`config.mk`:
```
export PLATFORM = sky130hd
export DESIGN_NAME = motion_sensor_qualifier
export DESIGN_NICKNAME = d
export VERILOG_FILES = /design/src/rtl/msq_pkg.sv /design/src/rtl/msq_step.sv /design/src/rtl/motion_sensor_qualifier.sv
export SDC_FILE = /design/constraint.sdc
export NUM_CORES = 1
export LEC_CHECK = 0
export ABC_CLOCK_PERIOD_IN_PS = 7800
export BUFFER_PORTS_ARGS = -buffer_cell sky130_fd_sc_hd__buf_2
export CAP_MARGIN = 20
export CORE_MARGIN = 5
export CORE_UTILIZATION = 40
export CTS_CLUSTER_SIZE = 16
export DETAILED_ROUTE_END_ITERATION = 8
export SYNTH_ARGS = -nofsm -noshare
export SYNTH_HDL_FRONTEND = slang
export SYNTH_HIERARCHICAL = 1
export SYNTH_SLANG_ARGS = --single-unit
```
`constraint.sdc`:
```
create_clock -name clk -period 7.8 [get_ports clk]
set_input_delay 1.17 -clock clk [delete_from_list [all_inputs] [get_ports clk]]
set_output_delay 1.17 -clock clk [all_outputs]
set_load 0.02 [all_outputs]
```
`src/rtl/msq_pkg.sv`:
```
package msq_pkg;

  localparam int unsigned LevelWidth    = 1;
  localparam int unsigned NowWidth      = 32;
  localparam int unsigned DebounceWidth = 16;
  localparam int unsigned CooldownWidth = 32;
  localparam int unsigned CountWidth    = 32;
  localparam int unsigned CfgIdxWidth   = 2;
  localparam int unsigned CfgDataWidth  = 32;

  // Configuration register indexes.
  localparam logic [CfgIdxWidth-1:0] REG_DEBOUNCE = 2'd0;
  localparam logic [CfgIdxWidth-1:0] REG_COOLDOWN = 2'd1;
  localparam logic [CfgIdxWidth-1:0] REG_ENABLE   = 2'd2;

  // Reset values of the configuration registers.
  localparam logic [DebounceWidth-1:0] DEBOUNCE_RST = 16'd50;
  localparam logic [CooldownWidth-1:0] COOLDOWN_RST = 32'd5000;
  localparam logic                     ENABLE_RST   = 1'b1;

  // One result item.
  typedef struct packed {
    logic                  motion_started;
    logic                  motion_ended;
    logic                  motion_active;
    logic [CountWidth-1:0] detections;
  } msq_result_t;

endpackage

```
`src/rtl/msq_step.sv`:
```
// Next-state and result logic for one sensor sample.
module msq_step #(
  parameter int unsigned TIME_BITS = 32
) (
  input  logic                                enable,
  input  logic [msq_pkg::DebounceWidth-1:0]   debounce_ms,
  input  logic [msq_pkg::CooldownWidth-1:0]   cooldown_ms,
  input  logic                                level,
  input  logic [msq_pkg::NowWidth-1:0]        now_ms,
  input  logic                                prev_level,
  input  logic                                in_motion,
  input  logic [TIME_BITS-1:0]                last_change,
  input  logic [TIME_BITS-1:0]                last_detect,
  input  logic [msq_pkg::CountWidth-1:0]      detect_count,
  output logic                                prev_level_nxt,
  output logic                                in_motion_nxt,
  output logic [TIME_BITS-1:0]                last_change_nxt,
  output logic [TIME_BITS-1:0]                last_detect_nxt,
  output logic [msq_pkg::CountWidth-1:0]      detect_count_nxt,
  output msq_pkg::msq_result_t                result
);

  localparam int unsigned CmpWidth = (TIME_BITS > 32) ? TIME_BITS : 32;

  logic [TIME_BITS-1:0] now_t;
  logic [TIME_BITS-1:0] gap_change;
  logic [TIME_BITS-1:0] gap_detect;
  logic                 change_ok;
  logic                 start;
  logic                 stop;

  // Elapsed times wrap modulo 2^TIME_BITS.
  assign now_t      = TIME_BITS'(now_ms);
  assign gap_change = now_t - last_change;
  assign gap_detect = now_t - last_detect;

  assign change_ok = enable && (level != prev_level) &&
                     (CmpWidth'(gap_change) >= CmpWidth'(debounce_ms));
  assign start     = change_ok && level && !in_motion &&
                     (CmpWidth'(gap_detect) >= CmpWidth'(cooldown_ms));
  assign stop      = change_ok && !level && in_motion;

  assign prev_level_nxt   = enable ? level : prev_level;
  assign in_motion_nxt    = start ? 1'b1 : (stop ? 1'b0 : in_motion);
  assign last_change_nxt  = change_ok ? now_t : last_change;
  assign last_detect_nxt  = start ? now_t : last_detect;
  assign detect_count_nxt = start ? detect_count + msq_pkg::CountWidth'(1) : detect_count;

  assign result.motion_started = start;
  assign result.motion_ended   = stop;
  assign result.motion_active  = in_motion_nxt;
  assign result.detections     = detect_count_nxt;

endmodule

```
`src/rtl/motion_sensor_qualifier.sv`:
```
// Motion sensor qualifier: takes one raw sensor level sample with a wrapping
// millisecond timestamp per transfer and returns exactly one result per sample.
// A level change counts only once debounce_ms has passed since the last
// accepted change; an accepted rising edge starts motion and bumps the 32-bit
// detection count if cooldown_ms has passed since the last detection, and an
// accepted falling edge ends motion. Elapsed times are wrapping differences
// over TIME_BITS bits. With the enable register low the state is frozen and no
// events are reported. A sample is taken into an input register, evaluated
// combinationally against the held state, and its result lands in an output
// register, so the block sustains one sample per clock while results are
// taken. The result is offered from the output register; a stalled result
// stalls the input only once both registers hold a sample. The user must
// write configuration through cfg_we/cfg_index/cfg_wdata only while no
// sample is in flight; the block itself does not enforce this.
module motion_sensor_qualifier #(
  parameter int unsigned TIME_BITS = 32
) (
  input  logic                                clk,
  input  logic                                rst_n,
  // Sample channel.
  input  logic                                in_valid,
  output logic                                in_ready,
  input  logic                                in_sensor_level,
  input  logic [msq_pkg::NowWidth-1:0]        in_now_ms,
  // Result channel.
  output logic                                out_valid,
  input  logic                                out_ready,
  output logic                                out_motion_started,
  output logic                                out_motion_ended,
  output logic                                out_motion_active,
  output logic [msq_pkg::CountWidth-1:0]      out_detections,
  // Configuration write port.
  input  logic                                cfg_we,
  input  logic [msq_pkg::CfgIdxWidth-1:0]     cfg_index,
  input  logic [msq_pkg::CfgDataWidth-1:0]    cfg_wdata
);

  // Configuration registers.
  logic [msq_pkg::DebounceWidth-1:0] debounce_r;
  logic [msq_pkg::CooldownWidth-1:0] cooldown_r;
  logic                              enable_r;

  // Input register stage.
  logic                         s1_valid_r;
  logic                         s1_level_r;
  logic [msq_pkg::NowWidth-1:0] s1_now_r;

  // Qualifier state.
  logic                           prev_level_r;
  logic                           in_motion_r;
  logic [TIME_BITS-1:0]           last_change_r;
  logic [TIME_BITS-1:0]           last_detect_r;
  logic [msq_pkg::CountWidth-1:0] detect_count_r;

  logic                           prev_level_nxt;
  logic                           in_motion_nxt;
  logic [TIME_BITS-1:0]           last_change_nxt;
  logic [TIME_BITS-1:0]           last_detect_nxt;
  logic [msq_pkg::CountWidth-1:0] detect_count_nxt;

  // Output register stage.
  logic                 out_valid_r;
  msq_pkg::msq_result_t out_res_r;
  msq_pkg::msq_result_t res_nxt;

  logic s1_advance;

  // The sample in the input register moves on whenever the output register
  // is empty or is being drained in this cycle. The input register in turn
  // takes a new sample whenever it is empty or is moving on, so a transfer
  // can happen on every clock while results keep flowing.
  assign s1_advance = s1_valid_r && (!out_valid_r || out_ready);
  assign in_ready   = !s1_valid_r || s1_advance;

  msq_step #(
    .TIME_BITS(TIME_BITS)
  ) u_step (
    .enable           (enable_r),
    .debounce_ms      (debounce_r),
    .cooldown_ms      (cooldown_r),
    .level            (s1_level_r),
    .now_ms           (s1_now_r),
    .prev_level       (prev_level_r),
    .in_motion        (in_motion_r),
    .last_change      (last_change_r),
    .last_detect      (last_detect_r),
    .detect_count     (detect_count_r),
    .prev_level_nxt   (prev_level_nxt),
    .in_motion_nxt    (in_motion_nxt),
    .last_change_nxt  (last_change_nxt),
    .last_detect_nxt  (last_detect_nxt),
    .detect_count_nxt (detect_count_nxt),
    .result           (res_nxt)
  );

  // Configuration writes. An index beyond the register list is ignored.
  always_ff @(posedge clk) begin
    if (!rst_n) begin
      debounce_r <= msq_pkg::DEBOUNCE_RST;
      cooldown_r <= msq_pkg::COOLDOWN_RST;
      enable_r   <= msq_pkg::ENABLE_RST;
    end else if (cfg_we) begin
      case (cfg_index)
        msq_pkg::REG_DEBOUNCE: debounce_r <= cfg_wdata[msq_pkg::DebounceWidth-1:0];
        msq_pkg::REG_COOLDOWN: cooldown_r <= cfg_wdata[msq_pkg::CooldownWidth-1:0];
        msq_pkg::REG_ENABLE:   enable_r   <= cfg_wdata[0];
        default: ;
      endcase
    end
  end

  // Input register: control and payload.
  always_ff @(posedge clk) begin
    if (!rst_n) begin
      s1_valid_r <= 1'b0;
    end else if (in_ready) begin
      s1_valid_r <= in_valid;
    end
  end

  always_ff @(posedge clk) begin
    if (in_valid && in_ready) begin
      s1_level_r <= in_sensor_level;
      s1_now_r   <= in_now_ms;
    end
  end

  // State is committed exactly when the sample leaves the input register,
  // so the next sample always sees the state left by the one before it.
  always_ff @(posedge clk) begin
    if (!rst_n) begin
      prev_level_r   <= 1'b0;
      in_motion_r    <= 1'b0;
      last_change_r  <= '0;
      last_detect_r  <= '0;
      detect_count_r <= '0;
    end else if (s1_advance) begin
      prev_level_r   <= prev_level_nxt;
      in_motion_r    <= in_motion_nxt;
      last_change_r  <= last_change_nxt;
      last_detect_r  <= last_detect_nxt;
      detect_count_r <= detect_count_nxt;
    end
  end

  // Output register.
  always_ff @(posedge clk) begin
    if (!rst_n) begin
      out_valid_r <= 1'b0;
    end else if (!out_valid_r || out_ready) begin
      out_valid_r <= s1_valid_r;
    end
  end

  always_ff @(posedge clk) begin
    if (s1_advance) begin
      out_res_r <= res_nxt;
    end
  end

  assign out_valid          = out_valid_r;
  assign out_motion_started = out_res_r.motion_started;
  assign out_motion_ended   = out_res_r.motion_ended;
  assign out_motion_active  = out_res_r.motion_active;
  assign out_detections     = out_res_r.detections;

endmodule

```
==> flow_summary.ini <==
[layout]
drive_gt1_share_pct = 12.2
antenna_cells = 0
nets = 1859
area_growth_pct = 9.31
final_cell_mix = nand2_1, dfxtp_1, inv_1
final_common_cell = nand2_1
final_util_pct = 44.3

[synthesis]
post_synth.cell_area_avg_sq_um = 8.79
yosysSeqAreaShare_pct = 34.8
netlist_instances = 1643
ys_ff_latch = 217
synth_area_sq_mm = 0.0144
synthDominantCellAreaShare_pct = 20.6
synth_ff_type = dfxtp_1
yosys-top-cells-area = dfxtp_1, edfxtp_1, ha_1
synthArstFlopShare_pct = 0
synth_edf_count = 68
synth.net_count = 1828
ys_types = 72
yosysWarnings = 6
synth_area_leader_cell = dfxtp_1

[timing]
rsz0062_at_grt = false
hold_slack_ps = 455
finalHoldViolCount = 0
clock_skew_ps = 12.2
report.final.slew_viol_count = 0
setup_viol = 0
fin_crit_ps = 6650
finalSetupTns_ps = 0
timing.fmax_mhz = 150
fin_crit_sh_pct = 85.2
max_slew_margin_pct = 30.5
tightest_slew_ps = 1040
fin_ws_ps = 1150

[outcome]
outcome = complete, no violations

[placement]
dpl_worst_slack_ps = 1230
port_buffers = 108
gp_congestion = 0.908
hpwlAfterDp_um = 25200

[drt]
ant_nets = 0
drt_pass1_iterations = 4
drc_errors = 0
drt-wirelength-per-cell_um = 15.9
top_layer = met4
met1_length_um = 15500
drtIter0Drc = 530
postRouteWirelength_um = 34200
met3WireLength_um = 1310
wl_met2_um = 16300
vias = 11100
via_per_inst = 5.16

[global_routing]
grt_usage_pct = 16.9
grt_pass1_wl_um = 55700
antenna_found_initial = 0
gr-total-overflow = 0
grt_pass1_vias = 10800
grt_max_degree = 134

[clock_network]
cts_max_level = 1
clkSlewWorstSetupHoldPaths_ps = 60
cts_tree = done
clk_latency_ps = 540
cts_hold_buf = 0
cts-root-buf = clkbuf_16
clockBufferDepth = 3
cts_setup_buffers = 0
clock_sinks = 217
cts_resized = 0
cts_inserted_buffers = 26

[floorplan]
dieArea_sq_mm = 0.0400
start_util_pct = 40.5
core_area_sq_mm = 0.0357
io_pins = 109
fp.dieW_um = 200
die_y_um = 200
rows = 69

[flow_run]
cap_violations = 0

[setup_path]
end_kind = flop
crit_path_top_delay_cell = or3b_2
crit_type = flop to flop
slowest_delay_ps = 660
critPathArrivalTime_ps = 7030
start_kind = flop
path_common_cell = a21o_1
required_ps = 8180
path_max_fanout = 30

[hold_path]
min-delay-path-class = flop to flop

[power_and_ir_drop]
p_leak_nw = 6.25
p_per_area_mw_per_mm2 = 201
ir_drop_mv = 0.140
Yosys cell counts, drive strengths merged (5+ instances only):
cell type / count
nand2: 293
dfxtp: 149
inv: 131
ha: 111
mux2i: 111
buf: 89
o21ai: 82
nand3: 74
a21oi: 68
edfxtp: 68
mux2: 63
nor2: 54
xnor2: 52
a21o: 42
xor2: 26
and3: 23
clkbuf: 23
nand4: 20
nor3: 17
nand2b: 14
nor2b: 12
o21bai: 12
o211ai: 11
a211oi: 9
o21a: 9
a31oi: 8
and2: 7
nor4: 6
a2111oi: 5
a211o: 5
nor3b: 5
cell families (layout without fill, tap and decap cells):
group / after synthesis / after routing / share of synthesized area, %
AO/OA/AOI/OAI: 273 / 273 / 12.1
XOR/XNOR: 78 / 78 / 4.73
adder cells (fa/ha/maj): 113 / 113 / 9.89
buffers and inverters: 243 / 294 / 8.48
flip-flops: 217 / 217 / 34.8
multiplexers: 174 / 174 / 12.6
AND/OR/NAND/NOR: 545 / 545 / 17.5
routing by layer:
layer | up-vias | global-route usage (%)
met4 | 0 | 4.83
met2 | 188 | 29.3
met1 | 5166 | 22.2
met5 | - | 0
li1 | 5724 | -
met3 | 48 | 2.13
worst max-delay path, delay by kind of cell, from the launching register on:
| family | cells | cell delay, ps |
|---|---|---|
| adder cells (fa/ha/maj) | 3 | 860 |
| multiplexers | 2 | 450 |
| AO/OA/AOI/OAI | 14 | 3120 |
| AND/OR/NAND/NOR | 3 | 820 |
| flip-flops | 1 | 370 |
| XOR/XNOR | 1 | 170 |
| buffers and inverters | 3 | 670 |
state kept, by name (all words and copies together), names as in the netlist, 16 cells and up:
| register | cells |
|---|---|
| cooldown_r | 32 |
| detect_count_r | 32 |
| last_change_r | 32 |
| last_detect_r | 32 |
| out_detections | 32 |
| s1_now_r | 32 |
| debounce_r | 16 |
cell type report:
cell class | instances | area, sq um
clock buffers | 37 | 733
clock inverters | 11 | 133
fillers | 3507 | 19900
inverters | 131 | 492
multi-input cells | 1183 | 8210
flip-flops and latches | 217 | 5020
well taps | 461 | 577
repair buffers | 115 | 627
stage by stage:
stage / cells / cell area [sq um] / power (mW)
after floorplan: 1643 / 14400 / 1.81
after global placement: 2106 / 14900 / 1.96
after detailed placement: 2107 / 14900 / 1.97
after CTS: 2155 / 15800 / 3.22
after global routing: 2155 / 15800 / 3.36
final: 2155 / 15800 / 3.18
worst paths after layout:
check / start / to / slack, ps / cells after the start
setup / recovery: s1_now_r[0] / last_detect_r[18] / 1150 / 26
hold / removal: debounce_r[12] / debounce_r[12] / 450 / 2
setup reg to reg: s1_now_r[0] / last_detect_r[18] / 1150 / 26
hold reg to reg: debounce_r[12] / debounce_r[12] / 450 / 2
where the power goes:
part           switching (mW)  internal, mW
combinational           0.405         0.294
clock                   0.481         0.751
sequential             0.0358          1.21
total                   0.922          2.26
Note: power is estimated with default switching activity, not from simulation.
